--- src/hardware_semaphore_bank_defines.svh ---
// Assertion macros for the semaphore bank.
// No dependencies; included by the top level only.
`ifndef HARDWARE_SEMAPHORE_BANK_DEFINES_SVH
`define HARDWARE_SEMAPHORE_BANK_DEFINES_SVH

`ifndef NO_ASSERTIONS

// Same-cycle implication, disabled in reset.
`define HSB_ASSERT_NOW(label, clk, rst, ante, cons) \
   label: assert property (@(posedge clk) disable iff (rst) (ante) |-> (cons)) \
      else $error("hsb: same-cycle check failed");

// Next-cycle implication, disabled in reset.
`define HSB_ASSERT_NEXT(label, clk, rst, ante, cons) \
   label: assert property (@(posedge clk) disable iff (rst) (ante) |=> (cons)) \
      else $error("hsb: next-cycle check failed");

`else

`define HSB_ASSERT_NOW(label, clk, rst, ante, cons)
`define HSB_ASSERT_NEXT(label, clk, rst, ante, cons)

`endif

`endif

--- src/hsb_pkg.sv ---
// Shared types and constants of the semaphore bank.
// No dependencies.
`timescale 1ns / 1ps

package hsb_pkg;

   localparam int NUM_SEMAPHORES_DEF = 32;

   localparam int DATA_W  = 32;
   localparam int GROUP_W = 4;
   localparam int INDEX_W = 5;
   localparam int CORE_W  = 4;
   localparam int PROC_W  = 8;
   localparam int KEY_W   = 16;

   localparam int KEY_LSB  = 16;
   localparam int CORE_LSB = 8;
   localparam int LOCK_POS = 31;

   // access kinds
   localparam logic ACC_READ  = 1'b0;
   localparam logic ACC_WRITE = 1'b1;

   // register groups
   localparam logic [GROUP_W-1:0] GRP_LOCK       = 4'd0;
   localparam logic [GROUP_W-1:0] GRP_READLOCK   = 4'd1;
   localparam logic [GROUP_W-1:0] GRP_C1_ENABLE  = 4'd2;
   localparam logic [GROUP_W-1:0] GRP_C1_CLEAR   = 4'd3;
   localparam logic [GROUP_W-1:0] GRP_C1_STATUS  = 4'd4;
   localparam logic [GROUP_W-1:0] GRP_C1_MASKED  = 4'd5;
   localparam logic [GROUP_W-1:0] GRP_C2_ENABLE  = 4'd6;
   localparam logic [GROUP_W-1:0] GRP_C2_CLEAR   = 4'd7;
   localparam logic [GROUP_W-1:0] GRP_C2_STATUS  = 4'd8;
   localparam logic [GROUP_W-1:0] GRP_C2_MASKED  = 4'd9;
   localparam logic [GROUP_W-1:0] GRP_UNLOCK_ALL = 4'd10;
   localparam logic [GROUP_W-1:0] GRP_KEY        = 4'd11;

   // commands to the semaphore store
   typedef struct packed {
      logic                wr_lock;
      logic                wr_unlock;
      logic                rd_sem;
      logic                rd_lock;
      logic                unlock_all;
      logic [INDEX_W-1:0]  index;
      logic [CORE_W-1:0]   core;
      logic [PROC_W-1:0]   proc;
      logic [CORE_W-1:0]   master;
   } sem_cmd_type;

   // access to the interrupt and key registers
   typedef struct packed {
      logic                valid;
      logic                write;
      logic [GROUP_W-1:0]  group;
      logic [DATA_W-1:0]   data;
   } reg_cmd_type;

endpackage

--- src/hsb_sem_array.sv ---
// Semaphore store: taken flags and owners, lock, unlock and unlock-all.
// Depends on hsb_pkg.
`timescale 1ns / 1ps

module hsb_sem_array #(
   parameter int NUM_SEMAPHORES = hsb_pkg::NUM_SEMAPHORES_DEF
) (
   input  logic                       clock,
   input  logic                       reset,
   input  hsb_pkg::sem_cmd_type       sem_cmd,
   output logic [hsb_pkg::DATA_W-1:0] sem_word,
   output logic [NUM_SEMAPHORES-1:0]  freed
);

   localparam int IDX_W = (NUM_SEMAPHORES > 1) ? $clog2(NUM_SEMAPHORES) : 1;
   localparam logic [hsb_pkg::INDEX_W:0] NUM_LIM = (hsb_pkg::INDEX_W + 1)'(NUM_SEMAPHORES);

   logic [NUM_SEMAPHORES-1:0]     taken_ff;
   logic [NUM_SEMAPHORES-1:0]     taken_in;
   logic [hsb_pkg::CORE_W-1:0]    owner_core_ff [NUM_SEMAPHORES];
   logic [hsb_pkg::PROC_W-1:0]    owner_proc_ff [NUM_SEMAPHORES];

   logic                          in_range;
   logic [IDX_W-1:0]              sel;
   logic                          cur_taken;
   logic [hsb_pkg::CORE_W-1:0]    cur_core;
   logic [hsb_pkg::PROC_W-1:0]    cur_proc;
   logic                          take;
   logic [hsb_pkg::CORE_W-1:0]    take_core;
   logic [hsb_pkg::PROC_W-1:0]    take_proc;
   logic                          unlock_hit;

   assign in_range  = ({1'b0, sem_cmd.index} < NUM_LIM);
   assign sel       = sem_cmd.index[IDX_W-1:0];
   assign cur_taken = in_range && taken_ff[sel];
   assign cur_core  = owner_core_ff[sel];
   assign cur_proc  = owner_proc_ff[sel];

   always_comb begin
      take       = 1'b0;
      take_core  = sem_cmd.core;
      take_proc  = sem_cmd.proc;
      unlock_hit = 1'b0;
      if (in_range && !cur_taken) begin
         if (sem_cmd.wr_lock) begin
            take = 1'b1;
         end else if (sem_cmd.rd_lock) begin
            take      = 1'b1;
            take_core = sem_cmd.master;
            take_proc = '0;
         end
      end
      if (sem_cmd.wr_unlock && cur_taken && cur_core == sem_cmd.core &&
          cur_proc == sem_cmd.proc) begin
         unlock_hit = 1'b1;
      end
   end

   always_comb begin
      freed = '0;
      if (unlock_hit) begin
         freed[sel] = 1'b1;
      end
      if (sem_cmd.unlock_all) begin
         for (int i = 0; i < NUM_SEMAPHORES; i++) begin
            if (taken_ff[i] && owner_core_ff[i] == sem_cmd.core) begin
               freed[i] = 1'b1;
            end
         end
      end
      taken_in = taken_ff & ~freed;
      if (take) begin
         taken_in[sel] = 1'b1;
      end
   end

   // word after the access; a free semaphore reads zero, but a read-lock takes it and reads the new owner
   always_comb begin
      sem_word = '0;
      if (cur_taken && (sem_cmd.rd_sem || sem_cmd.rd_lock)) begin
         sem_word = {1'b1, 19'd0, cur_core, cur_proc};
      end else if (take && sem_cmd.rd_lock) begin
         sem_word = {1'b1, 19'd0, take_core, take_proc};
      end
   end

   always_ff @(posedge clock) begin
      if (reset) begin
         taken_ff <= '0;
      end else begin
         taken_ff <= taken_in;
      end
   end

   // owner fields only mean something while taken
   always_ff @(posedge clock) begin
      if (take) begin
         owner_core_ff[sel] <= take_core;
         owner_proc_ff[sel] <= take_proc;
      end
   end

endmodule

--- src/hsb_ctrl_regs.sv ---
// Interrupt enable/status registers of both cores and the unlock key.
// Depends on hsb_pkg.
`timescale 1ns / 1ps

module hsb_ctrl_regs #(
   parameter int NUM_SEMAPHORES = hsb_pkg::NUM_SEMAPHORES_DEF
) (
   input  logic                       clock,
   input  logic                       reset,
   input  hsb_pkg::reg_cmd_type       reg_cmd,
   input  logic [NUM_SEMAPHORES-1:0]  freed,
   output logic [hsb_pkg::DATA_W-1:0] reg_rdata,
   output logic                       key_match
);

   logic [NUM_SEMAPHORES-1:0] c1_enable_ff, c1_enable_in;
   logic [NUM_SEMAPHORES-1:0] c2_enable_ff, c2_enable_in;
   logic [NUM_SEMAPHORES-1:0] c1_status_ff, c1_status_in;
   logic [NUM_SEMAPHORES-1:0] c2_status_ff, c2_status_in;
   logic [hsb_pkg::KEY_W-1:0] key_ff, key_in;

   logic                      wr;
   logic [NUM_SEMAPHORES-1:0] wr_bits;
   logic [hsb_pkg::KEY_W-1:0] wr_key;

   assign wr      = reg_cmd.valid && (reg_cmd.write == hsb_pkg::ACC_WRITE);
   assign wr_bits = reg_cmd.data[NUM_SEMAPHORES-1:0];
   assign wr_key  = reg_cmd.data[hsb_pkg::KEY_LSB +: hsb_pkg::KEY_W];

   assign key_match = (wr_key == key_ff);

   always_comb begin
      c1_enable_in = c1_enable_ff;
      c2_enable_in = c2_enable_ff;
      c1_status_in = c1_status_ff | freed;
      c2_status_in = c2_status_ff | freed;
      key_in       = key_ff;
      if (wr) begin
         case (reg_cmd.group)
            hsb_pkg::GRP_C1_ENABLE: begin
               c1_enable_in = wr_bits;
            end
            hsb_pkg::GRP_C2_ENABLE: begin
               c2_enable_in = wr_bits;
            end
            hsb_pkg::GRP_C1_CLEAR: begin
               c1_status_in = (c1_status_ff & ~wr_bits) | freed;
            end
            hsb_pkg::GRP_C2_CLEAR: begin
               c2_status_in = (c2_status_ff & ~wr_bits) | freed;
            end
            hsb_pkg::GRP_KEY: begin
               key_in = wr_key;
            end
            default: begin
            end
         endcase
      end
   end

   always_comb begin
      reg_rdata = '0;
      case (reg_cmd.group)
         hsb_pkg::GRP_C1_ENABLE: reg_rdata = hsb_pkg::DATA_W'(c1_enable_ff);
         hsb_pkg::GRP_C1_STATUS: reg_rdata = hsb_pkg::DATA_W'(c1_status_ff);
         hsb_pkg::GRP_C1_MASKED: reg_rdata = hsb_pkg::DATA_W'(c1_status_ff & c1_enable_ff);
         hsb_pkg::GRP_C2_ENABLE: reg_rdata = hsb_pkg::DATA_W'(c2_enable_ff);
         hsb_pkg::GRP_C2_STATUS: reg_rdata = hsb_pkg::DATA_W'(c2_status_ff);
         hsb_pkg::GRP_C2_MASKED: reg_rdata = hsb_pkg::DATA_W'(c2_status_ff & c2_enable_ff);
         hsb_pkg::GRP_KEY:       reg_rdata = {key_ff, 16'd0};
         default:                reg_rdata = '0;
      endcase
   end

   always_ff @(posedge clock) begin
      if (reset) begin
         c1_enable_ff <= '0;
         c2_enable_ff <= '0;
         c1_status_ff <= '0;
         c2_status_ff <= '0;
         key_ff       <= '0;
      end else begin
         c1_enable_ff <= c1_enable_in;
         c2_enable_ff <= c2_enable_in;
         c1_status_ff <= c1_status_in;
         c2_status_ff <= c2_status_in;
         key_ff       <= key_in;
      end
   end

endmodule

--- src/hardware_semaphore_bank.sv ---
// Top level of the two-core hardware semaphore bank.
// Depends on hsb_pkg, hsb_sem_array, hsb_ctrl_regs and the assertion header.
//
// Use:
//  - Request channel: a bus access (req_access_kind, req_reg_group, req_sem_index,
//    req_write_data, req_master_core) is taken at a rising edge with start high
//    and busy low. busy is never raised: one access is taken every clock.
//  - Response channel: exactly one word per access on rsp_read_data, shown for
//    one cycle with rsp_strobe high. Writes answer with a zero word.
//  - Path: the access is registered in the input register at the accepting edge,
//    processed by the semaphore store and register block, and its word registered
//    in the result register, which drives rsp_strobe.
//  - Throughput: one access per clock, sustained. State changes of one access
//    are visible to the next, as both pass the same single logic stage.
//  - Reset (synchronous, active high): all semaphores free, enable, status
//    and key registers zero, no response pending.
//  - The receiver cannot stall: every word is taken when it is shown.
`timescale 1ns / 1ps
`include "hardware_semaphore_bank_defines.svh"

module hardware_semaphore_bank #(
   parameter int NUM_SEMAPHORES = hsb_pkg::NUM_SEMAPHORES_DEF
) (
   input  logic                        clock,
   input  logic                        reset,
   input  logic                        start,
   output logic                        busy,
   input  logic                        req_access_kind,
   input  logic [hsb_pkg::GROUP_W-1:0] req_reg_group,
   input  logic [hsb_pkg::INDEX_W-1:0] req_sem_index,
   input  logic [hsb_pkg::DATA_W-1:0]  req_write_data,
   input  logic [hsb_pkg::CORE_W-1:0]  req_master_core,
   output logic                        rsp_strobe,
   output logic [hsb_pkg::DATA_W-1:0]  rsp_read_data
);

   // input register
   logic                        req_valid_ff;
   logic                        req_kind_ff;
   logic [hsb_pkg::GROUP_W-1:0] req_group_ff;
   logic [hsb_pkg::INDEX_W-1:0] req_index_ff;
   logic [hsb_pkg::DATA_W-1:0]  req_data_ff;
   logic [hsb_pkg::CORE_W-1:0]  req_master_ff;

   // result register
   logic                        rsp_strobe_ff;
   logic [hsb_pkg::DATA_W-1:0]  rsp_data_ff, rsp_data_in;

   logic                        accept;
   logic                        is_wr, is_rd;
   logic [hsb_pkg::CORE_W-1:0]  d_core;
   logic [hsb_pkg::PROC_W-1:0]  d_proc;
   logic                        core_ok;
   logic                        key_match;

   hsb_pkg::sem_cmd_type        sem_cmd;
   hsb_pkg::reg_cmd_type        reg_cmd;
   logic [hsb_pkg::DATA_W-1:0]  sem_word;
   logic [hsb_pkg::DATA_W-1:0]  reg_rdata;
   logic [NUM_SEMAPHORES-1:0]   freed;

   assign busy   = 1'b0;
   assign accept = start && !busy;

   always_ff @(posedge clock) begin
      if (reset) begin
         req_valid_ff <= 1'b0;
      end else begin
         req_valid_ff <= accept;
      end
   end

   always_ff @(posedge clock) begin
      if (accept) begin
         req_kind_ff   <= req_access_kind;
         req_group_ff  <= req_reg_group;
         req_index_ff  <= req_sem_index;
         req_data_ff   <= req_write_data;
         req_master_ff <= req_master_core;
      end
   end

   // decode of the registered access
   assign is_wr   = req_valid_ff && (req_kind_ff == hsb_pkg::ACC_WRITE);
   assign is_rd   = req_valid_ff && (req_kind_ff == hsb_pkg::ACC_READ);
   assign d_core  = req_data_ff[hsb_pkg::CORE_LSB +: hsb_pkg::CORE_W];
   assign d_proc  = req_data_ff[hsb_pkg::PROC_W-1:0];
   assign core_ok = (d_core == req_master_ff);

   always_comb begin
      sem_cmd.wr_lock    = is_wr && (req_group_ff == hsb_pkg::GRP_LOCK) && core_ok &&
                           req_data_ff[hsb_pkg::LOCK_POS];
      sem_cmd.wr_unlock  = is_wr && (req_group_ff == hsb_pkg::GRP_LOCK) && core_ok &&
                           !req_data_ff[hsb_pkg::LOCK_POS];
      sem_cmd.rd_sem     = is_rd && (req_group_ff == hsb_pkg::GRP_LOCK);
      sem_cmd.rd_lock    = is_rd && (req_group_ff == hsb_pkg::GRP_READLOCK);
      // key compare comes from the register block, off the same write word
      sem_cmd.unlock_all = is_wr && (req_group_ff == hsb_pkg::GRP_UNLOCK_ALL) && key_match;
      sem_cmd.index      = req_index_ff;
      sem_cmd.core       = d_core;
      sem_cmd.proc       = d_proc;
      sem_cmd.master     = req_master_ff;
   end

   always_comb begin
      reg_cmd.valid = req_valid_ff;
      reg_cmd.write = req_kind_ff;
      reg_cmd.group = req_group_ff;
      reg_cmd.data  = req_data_ff;
   end

   hsb_sem_array #(
      .NUM_SEMAPHORES (NUM_SEMAPHORES)
   ) u_sem_array (
      .clock    (clock),
      .reset    (reset),
      .sem_cmd  (sem_cmd),
      .sem_word (sem_word),
      .freed    (freed)
   );

   hsb_ctrl_regs #(
      .NUM_SEMAPHORES (NUM_SEMAPHORES)
   ) u_ctrl_regs (
      .clock     (clock),
      .reset     (reset),
      .reg_cmd   (reg_cmd),
      .freed     (freed),
      .reg_rdata (reg_rdata),
      .key_match (key_match)
   );

   // read word select: writes always answer zero
   always_comb begin
      rsp_data_in = '0;
      if (req_kind_ff == hsb_pkg::ACC_READ) begin
         if (req_group_ff == hsb_pkg::GRP_LOCK || req_group_ff == hsb_pkg::GRP_READLOCK) begin
            rsp_data_in = sem_word;
         end else begin
            rsp_data_in = reg_rdata;
         end
      end
   end

   always_ff @(posedge clock) begin
      if (reset) begin
         rsp_strobe_ff <= 1'b0;
      end else begin
         rsp_strobe_ff <= req_valid_ff;
      end
   end

   always_ff @(posedge clock) begin
      if (req_valid_ff) begin
         rsp_data_ff <= rsp_data_in;
      end
   end

   assign rsp_strobe    = rsp_strobe_ff;
   assign rsp_read_data = rsp_data_ff;

   // checks
   `HSB_ASSERT_NEXT(a_accept_reaches_stage, clock, reset, accept, req_valid_ff)
   `HSB_ASSERT_NEXT(a_stage_gives_word, clock, reset, req_valid_ff, rsp_strobe)
   `HSB_ASSERT_NOW(a_word_has_source, clock, reset, rsp_strobe, $past(req_valid_ff))
   `HSB_ASSERT_NEXT(a_write_reads_zero, clock, reset, is_wr, rsp_read_data == '0)
   `HSB_ASSERT_NOW(a_free_needs_write, clock, reset, freed != '0, is_wr)

endmodule
--- config.mk ---
export PLATFORM = sky130hd
export DESIGN_NAME = hardware_semaphore_bank
export DESIGN_NICKNAME = d
export VERILOG_FILES = /design/src/hsb_pkg.sv /design/src/hsb_sem_array.sv /design/src/hsb_ctrl_regs.sv /design/src/hardware_semaphore_bank.sv
export VERILOG_INCLUDE_DIRS = /design/src /design/src/src
export SDC_FILE = /design/constraint.sdc
export NUM_CORES = 1
export LEC_CHECK = 0
export ABC_AREA = 1
export BUFFER_PORTS_ARGS = -buffer_cell sky130_fd_sc_hd__buf_2
export CAP_MARGIN = 20
export CORE_MARGIN = 8
export CORE_UTILIZATION = 60
export CTS_CLUSTER_DIAMETER = 100
export CTS_CLUSTER_SIZE = 10
export DETAILED_ROUTE_END_ITERATION = 8
export PLACE_DENSITY = 0.77
export SKIP_CTS_REPAIR_TIMING = 1
export SYNTH_ARGS = -nofsm -noshare
export SYNTH_HDL_FRONTEND = slang
export SYNTH_HIERARCHICAL = 1
export SYNTH_SLANG_ARGS = --single-unit
--- constraint.sdc ---
create_clock -name clock -period 4.34 [get_ports clock]
set_input_delay 0.868 -clock clock [delete_from_list [all_inputs] [get_ports clock]]
set_output_delay 0.868 -clock clock [all_outputs]
set_load 0.02 [all_outputs]
Word-level counts from Yosys, hierarchy flattened
Memory sizes are Yosys's and may differ from the RTL's. A register that Yosys moved wholly into a read port is not among the register bits.
Index checks and enable logic that the tools add are counted.
- bits in registers: 256
- bits in writable memories: 384
- input port bits: 49
- word-level logic and storage cells: 194
- memories: 2
- $lt $le $gt $ge: 2
- equality and inequality tests: 47
- multiplexer cells: 61
- bitwise logic cells: 13
- reductions and logical operators: 55
- memory list (memory ; depth ; width ; rd ports ; clocked after Yosys merged registers in ; write ports ; RTL line ; text):
    u_sem_array.owner_proc_ff ; 32 ; 8 ; 1 ; 1 ; 1 ; hsb_sem_array.sv:21 ; logic [hsb_pkg::PROC_W-1:0] owner_proc_ff [NUM_SEMAPHORES];
    u_sem_array.owner_core_ff ; 32 ; 4 ; 33 ; 1 ; 1 ; hsb_sem_array.sv:20 ; logic [hsb_pkg::CORE_W-1:0] owner_core_ff [NUM_SEMAPHORES];
- operator list (cell ; number):
    two-way mux 32 bit ; 10
    one-hot mux 32 bit (7 select lines) ; 1
    AND 32 bit ; 5
    OR 32 bit ; 5
    == test 4 bit ; 34
    NOT 32 bit ; 2
    logical AND 1 bit ; 48
    two-way mux 1 bit ; 40
    two-way mux 8 bit ; 3
    == test 16 bit ; 1
    == test 4 x 3 -> 1 bit (second input constant) ; 4
    == test 4 bit (second input constant) ; 4
    two-way mux 4 bit ; 3
    two-way mux 5 bit ; 2
    == test 4 x 2 -> 1 bit (second input constant) ; 2
    == test 8 bit ; 1
    < comparator 5 x 6 -> 1 bit (second input constant) ; 1
    AND reduction 2 bit ; 3
    binary-select mux 1 bit (select 5 bit) ; 1
    demux 1 bit (select 5 bit) ; 1
    >= comparator 5 x 1 -> 1 bit (second input constant) ; 1
    == test 4 x 1 -> 1 bit (second input constant) ; 1
    logical NOT 4 bit ; 1
    logical OR 1 bit ; 2
    other kinds (2) ; 2

Logic depth before layout (Yosys ltp)
Gate-level depths: netlist of the first run.
- depth in word-level cells: 15
- gate-level depth with buffers: 22
- depth with buffers taken out: 18

By module
The synthesis of the first run kept the hierarchy.
- by module, submodules not included (module ; times used ; cells an instance ; area an instance (um2)):
    hsb_sem_array ; 1 ; 2171 ; 20464.6
    hsb_ctrl_regs ; 1 ; 1131 ; 7333.3
    hardware_semaphore_bank ; 1 ; 227 ; 3029.2

Worst setup path before layout of the first run
No wires, ideal clock.
- path type: register -> register
- from: register req_valid_ff
- to: memory u_sem_array/owner_proc_ff[0][0] (netlist bit), data pin
- arrival time: 2.929 ns
- required time: 3.989 ns
- slack: 1.060 ns
- cell stages (with the launch flop): 11
- cells stage by stage: dfxtp_1 -> nand2_1 -> nor2_1 -> nand3_1 -> nor2_1 -> clkbuf_1 -> inv_1 -> nand2_2 -> inv_1 -> buf_4 -> nor2_1
- RTL lines (what ; RTL line ; text):
    start, declared ; hardware_semaphore_bank.sv:38 ; logic req_valid_ff;
    start signal, assigned ; hardware_semaphore_bank.sv:69 ; req_valid_ff <= accept;
    end, declared ; hsb_sem_array.sv:21 ;

Worst setup path after layout of the first run
- from: register req_index_ff[0] (netlist bit)
- to: register u_ctrl_regs.c1_status_ff[1]
- longest elaborated chain between the ends: 12
- ends and longest elaborated chain (what ; RTL line ; text):
    start, declared ; hardware_semaphore_bank.sv:41 ; logic [hsb_pkg::INDEX_W-1:0] req_index_ff;
    start signal, assigned ; hardware_semaphore_bank.sv:77 ; req_index_ff <= req_sem_index;
    binary-select mux 1 bit (select 5 bit) ; hsb_sem_array.sv:35 ; assign cur_taken = in_range && taken_ff[sel];
    two-way mux 1 bit (implied by the code) ; hsb_sem_array.sv:35 ;
    logical AND 1 bit (3 in series) ; hsb_sem_array.sv:53 ; if (sem_cmd.wr_unlock && cur_taken && cur_core == sem_cmd.core &&
    two-way mux 1 bit ; hsb_sem_array.sv:53 ;
    two-way mux 32 bit * ; hsb_sem_array.sv:61 ; if (unlock_hit) begin
    two-way mux 1 bit ; hsb_sem_array.sv:66 ; if (taken_ff[i] && owner_core_ff[i] == sem_cmd.core) begin
    two-way mux 32 bit * ; hsb_sem_array.sv:64 ; if (sem_cmd.unlock_all) begin
    via freed[1] ; hardware_semaphore_bank.sv:60 ; logic [NUM_SEMAPHORES-1:0] freed;
    OR 32 bit (on tied branches) ; hsb_ctrl_regs.sv:35, hsb_ctrl_regs.sv:47 ;
    two-way mux 32 bit ; hsb_ctrl_regs.sv:39 ; case (reg_cmd.group)
    two-way mux 32 bit * ; hsb_ctrl_regs.sv:38 ; if (wr) begin
    end signal, assigned ; hsb_ctrl_regs.sv:85 ; c1_status_ff <= c1_status_in;
    end, declared ; hsb_ctrl_regs.sv:18 ; logic [NUM_SEMAPHORES-1:0] c1_status_ff, c1_status_in;
The timed path passes the listed nets; every way through them passes the cells marked *. The select of a mux whose other input is x is not followed.
A chain may end at the register's enable or synchronous reset.

==> impl_metrics.json, run 1 <==
{
  "status": "complete, no violations",
  "clock_path_buffers": 3,
  "grt_usage_pct": 31.77,
  "cts_tree": "built",
  "grt_pass1_vias": 25708,
  "wl_per_cell_um": 22.49,
  "finalNetCount": 3616,
  "die_h_um": 242.7,
  "path_clk_slew_ns": 0.05,
  "avgSynthCellArea_um2": 8.735,
  "clock-sinks": 640,
  "dr.first_iter.drc_count": 3937,
  "cts_root_buffer": "clkbuf_16",
  "die_x_um": 242.7,
  "grt_pass1_wl_mm": 146.9,
  "synth-adder-area-share_pct": 0,
  "initial_core_util_pct": 60.33,
  "yosys_warnings": 6,
  "insertion_delay_ns": 0.62,
  "holdWs_ns": 0.4299,
  "num_antenna_cells": 0,
  "synth_top_area_share_pct": 45.00,
  "drive_gt1_share_pct": 10.59,
  "final_core_util_pct": 66.18,
  "ant_nets": 0,
  "num_io_pins": 83,
  "min_path_cells": 1,
  "synth_area_leaders": "edfxtp_1 (45%), nand2_1 (17%), dfxtp_1 (12%), nor2_1 (3.0%), nand3_1 (2.7%)",
  "dpl.hpwl_mm": 62.23,
  "vias": 26510,
  "place.gp.congestion": 1.078,
  "synth_ff_type": "edfxtp_1",
  "rsz0062_at_grt": "no",
  "r2r_cells": 19,
  "grt_max_degree": 95,
  "gr-total-overflow": 0,
  "yosys.area_share.simple_pct": 26.91,
  "drc": 0,
  "dp_slack_ns": 0.7202,
  "ys_async_sr_fraction_pct": 0,
  "port_buffers": 81,
  "dr.pass1.iters": 7,
  "crit_fanout": 31,
  "crit_arrival_ns": 4.52,
  "wl_mm": 96.68,
  "synth_area_mm2": 0.03083,
  "cap_viol_max_count": 0,
  "setup_tns_ns": 0,
  "dieArea_mm2": 0.05889,
  "slew_headroom_pct": 24.66,
  "synth_xor_area_share_pct": 1.051,
  "drv_slew": 0,
  "viasPerCell": 6.168,
  "syn_to_final_growth_pct": 9.688,
  "p_leak_nw": 13.58,
  "synth_edf_count": 462,
  "antenna_found_initial": 0,
  "post-route-min-period_ns": 3.999,
  "cp.required_ns": 4.86,
  "synth_compound_area_share_pct": 9.603,
  "setup_ws_ns": 0.3413,
  "start_kind": "flip-flop",
  "synth_cell_types": 50,
  "yosys-mux-area-fraction_pct": 0,
  "path_class": "reg -> reg",
  "fin_crit_sh_pct": 92.14,
  "synth_top_family_by_area": "simple AND/OR/NAND/NOR gates",
  "core_area_mm2": 0.05109,
  "fmax_mhz": 250.1,
  "synth.most_common_cell": "nand2_1",
  "fin_skew_ns": 0.02500,
  "yosys.area.top_type": "edfxtp_1",
  "final_hold_viol_count": 0,
  "min_path_type": "in -> reg",
  "yosysSeqAreaShare_pct": 56.56,
  "worst_setup_path_end_kind": "flip-flop",
  "htree_levels": 3,
  "cts_inserted_buffers": 73,
  "synth_common_cells": "nand2_1 (1420), edfxtp_1 (462), nor2_1 (250), dfxtp_1 (178), nand3_1 (165)",
  "irDropWorstVdd_mv": 0.3227,
  "placementRows": 83,
  "worst_pin_slew_ns": 1.127,
  "ys_ff_latch": 640,
  "setup_violations": 0,
  "p_per_area_mw_per_mm2": 401.5,
  "synthCells": 3529
}
-- final timing paths --
check	slack, ns	to	start
max	0.34	u_ctrl_regs/c1_status_ff[1]$_SDFF_PP0_	req_index_ff[0]$_DFFE_PP_
min	0.43	req_data_ff[20]$_DFFE_PP_	req_write_data[20]
max reg2reg	0.34	u_ctrl_regs/c1_status_ff[1]$_SDFF_PP0_	req_index_ff[0]$_DFFE_PP_
min reg2reg	0.47	u_ctrl_regs/c2_enable_ff[10]$_SDFFE_PP0P_	u_ctrl_regs/c2_enable_ff[10]$_SDFFE_PP0P_
-- layer usage --
layer  vias up  track usage, %  wire (um)
li1      11823               -          -
met1     12371           40.19      35660
met2      1876           49.48      43010
met3       440           7.885      12020
met4         0           18.44       5990
met5         -               0          0
-- stage by stage --
| step | instance area [um^2] | instances | power (mW) |
|---|---|---|---|
| 4_1_cts | 33770 | 4296 | 13.57 |
| 2_1_floorplan | 30890 | 3547 | 7.567 |
| 3_3_place_gp | 31660 | 4170 | 7.995 |
| 6_report | 33810 | 4298 | 13.58 |
| 5_1_grt | 33810 | 4298 | 13.91 |
| 3_5_place_dp | 31660 | 4170 | 8.018 |
-- cell usage in the layout (no fill, tap or decap), types with 4 or more instances in the layout --
master and instances:
o21ai_1 52, nand3_1 165, nor2_4 6, nor3_1 11, a21oi_1 132, nor3_4 6
a211oi_1 10, xnor2_1 29, o21ai_0 150, a31oi_1 32, nand2_1 1420, a21oi_2 29
o22ai_1 36, nor2_2 15, xor2_1 8, buf_12 5, clkbuf_1 48, conb_1 20
nor2_1 240, a2111oi_0 10, a22o_1 4, nand3b_1 17, a221oi_1 9, o2111ai_1 19
clkbuf_16 76, a32o_1 8, edfxtp_1 462, buf_2 80, inv_1 150, o211ai_1 6
nand2_2 5, inv_2 10, nand4_1 10, nand3_2 62, dfxtp_1 177, buf_4 72
-- logic make-up after synthesis --
family | Yosys count
other | 2
DFF | 640
buffers and inverters | 380
AOI/OAI and AO/OA | 502
and+or+nand+nor | 1968
xor gates and xnor gates | 37
-- worst max-delay path: stages (launching register included) --
cell and delay, ns:
edfxtp_1 0.53, buf_4 0.21, buf_4 0.33, o21ai_0 0.18
nand2_1 0.08, nand2_1 0.05, nand2_1 0.07, nand2_1 0.06
nor2_1 0.44, nand2_1 0.21, nand2_1 0.14, nand2_1 0.07
nor2_1 0.14, nand2_2 0.10, nor2_8 0.40, buf_12 0.22
nand3_2 0.09, nand2_1 0.22, o21ai_0 0.14, a31oi_1 0.19
-- area by class of cell --
class,instances,area [um^2]
multi-input combinational,2527,11710
clock buffer,124,2082
tap,680,850.8
timing repair buffer,159,1084
sequential,640,17440
clock inverter,2,25.02
fill,4092,17280
inverter,166,629.4
-- where the power goes --
part / switching [mW] / total (mW) / internal (mW)
clock network: 2.38 / 5.62 / 3.24
registers: 0.0847 / 6.72 / 6.64
logic: 0.946 / 1.23 / 0.282
-- state kept, by name, indices dropped and copies added (netlist names) --
register / count
rsp_strobe: 1
u_ctrl_regs/c2_enable_ff: 32
u_sem_array/owner_proc_ff: 256
u_sem_array/taken_ff: 32
u_ctrl_regs/c1_status_ff: 32
req_data_ff: 32
u_ctrl_regs/c1_enable_ff: 32
u_ctrl_regs/c2_status_ff: 32
rsp_read_data: 32
req_index_ff: 5
u_ctrl_regs/key_ff: 16
req_master_ff: 4
req_kind_ff: 1
req_valid_ff: 1
u_sem_array/owner_core_ff: 128
req_group_ff: 4
Power figures use the tool's default switching activity.
==> inputs of run 2 (changes only) <==
Settings changed: BUFFER_PORTS_ARGS -buffer_cell sky130_fd_sc_hd__buf_2 to unset, DONT_BUFFER_PORTS set to 1, PLACE_DENSITY 0.77 to 0.76.
==> run 2 against run 1 <==
Worst setup slack better by 0.18 ns; routed wire length is 4.9% lower; global-route usage fell by 1.5 points; combinational power decreased by 9%; cell count fell by 2.2%; critical endpoint is now u_ctrl_regs/c1_status_ff[16]$_SDFF_PP0_; highest routed layer is now met5.
==> impl_metrics.json, run 2 (synthesis results as in run 1) <==
{
  "status": "complete, no violations",
  "crit_arrival_ns": 4.35,
  "top_register": "u_sem_array/owner_proc_ff",
  "dp_slack_ns": 0.6999,
  "total_power_mw": 13.43,
  "htree_levels": 3,
  "start_kind": "flip-flop",
  "ant_nets": 0,
  "dieArea_mm2": 0.05889,
  "path_delay_family": "simple AND/OR/NAND/NOR gates",
  "cp.required_ns": 4.87,
  "irDropWorstVdd_mv": 0.3936,
  "fmax_mhz": 261.7,
  "insertion_delay_ns": 0.62,
  "grt_pass1_vias": 24010,
  "critPathSlowestCell": "edfxtp_1",
  "path_class": "reg -> reg",
  "final_core_util_pct": 65.31,
  "holdWs_ns": 0.3406,
  "fillers": 4134,
  "rsz0062_at_grt": "no",
  "initial_core_util_pct": 60.33,
  "grt_max_degree": 96,
  "max_stage_delay_ns": 0.52,
  "path_clk_slew_ns": 0.06,
  "cap_viol_max_count": 0,
  "cts_root_buffer": "clkbuf_16",
  "worst_setup_path_end_kind": "flip-flop",
  "largest_reg_flops": 256,
  "p_leak_nw": 13.23,
  "viasPerCell": 6.085,
  "min_path_type": "in -> reg",
  "crit_path_frequent_cell": "nand2_1",
  "gr-total-overflow": 0,
  "num_io_pins": 83,
  "dr.first_iter.drc_count": 3422,
  "wl_mm": 91.99,
  "setup_tns_ns": 0,
  "final_cell_mix": "nand2_1 (1420), edfxtp_1 (462), nor2_1 (240)",
  "drive_gt1_share_pct": 8.492,
  "crit_fanout": 27,
  "cp_num_buf_inv": 4,
  "p_per_area_mw_per_mm2": 402.6,
  "final_hold_viol_count": 0,
  "placementRows": 83,
  "final_common_cell": "nand2_1",
  "drv_slew": 0,
  "syn_to_final_growth_pct": 8.247,
  "fin_crit_sh_pct": 88.05,
  "clock_path_buffers": 3,
  "grt_usage_pct": 30.22,
  "core_area_mm2": 0.05109,
  "cts_tree": "built",
  "setup_ws_ns": 0.5186,
  "port_buffers": 0,
  "setup_violations": 0,
  "fin_skew_ns": 0.01942,
  "post-route-min-period_ns": 3.821,
  "finalNetCount": 3530,
  "slew_headroom_pct": 42.51,
  "die_h_um": 242.7,
  "wl_per_cell_um": 21.89,
  "vias": 25577,
  "cts_inserted_buffers": 73,
  "antenna_found_initial": 4,
  "die_x_um": 242.7,
  "drc": 0,
  "grt_pass1_wl_mm": 140.1,
  "worst_pin_slew_ns": 0.8596,
  "dr.pass1.iters": 7,
  "path_cells": "buf_4 -> nand2_1 -> inv_2 -> buf_12 -> nand2_1 -> nand3_1 -> nand2_1 -> nand2_1 -> nor2_1 -> nand2_1 -> nand2_1 -> nand2_1 -> nor2_1 -> nand2_2 -> nor2_8 -> buf_12 -> nand3_2 -> nand2_1 -> o21ai_0 -> a31oi_1",
  "clock-sinks": 640,
  "place.gp.congestion": 0.9865,
  "dpl.hpwl_mm": 58.80,
  "reg_top3": "u_sem_array/owner_proc_ff: 256 flops, u_sem_array/owner_core_ff: 128 flops"
}
run 2: final timing paths:
kind                                                                 from                                   endpoint  slack, ns  cells past startpoint
worst max-delay path                            req_index_ff[0]$_DFFE_PP_    u_ctrl_regs/c1_status_ff[16]$_SDFF_PP0_       0.52                     20
worst max register to register                  req_index_ff[0]$_DFFE_PP_    u_ctrl_regs/c1_status_ff[16]$_SDFF_PP0_       0.52                     20
worst min-delay path                                                reset  u_ctrl_regs/c2_enable_ff[26]$_SDFFE_PP0P_       0.34                      1
worst min register to register  u_ctrl_regs/c1_enable_ff[31]$_SDFFE_PP0P_  u_ctrl_regs/c1_enable_ff[31]$_SDFFE_PP0P_       0.47                      2
run 2: per-layer routing:
layer  GRT usage, %  up-vias  share of wire [%]
met3          6.040      299                 10
met1          40.02    12057                 40
met2          47.88     1551                 46
met4          13.79        4                4.3
li1               -    11666                  -
met5              0        -              0.025
run 2: through the flow:
step	std cells	cell area (um^2)
finish	4203	33370
global route	4202	33370
CTS	4200	33350
detailed placement	4085	31270
global placement	4085	31270
floorplan	3547	30890
run 2: where the power goes:
part	total (mW)	internal, mW	switching (mW)
registers	6.75	6.64	0.103
logic	1.12	0.264	0.856
clock network	5.57	3.18	2.39
run 2: cell type report:
type                    instances  area, um^2  share of cell area [%]
clock inverters                 5       70.07                  0.2100
clock buffers                 110        2008                   6.018
diodes                          2       5.005                 0.01500
repair buffers                 73       668.1                   2.002
inverters                     166       629.4                   1.886
multi-input cells            2527       11700                   35.06
flip-flops and latches        640       17440                   52.26
well taps                     680       850.8                   2.550
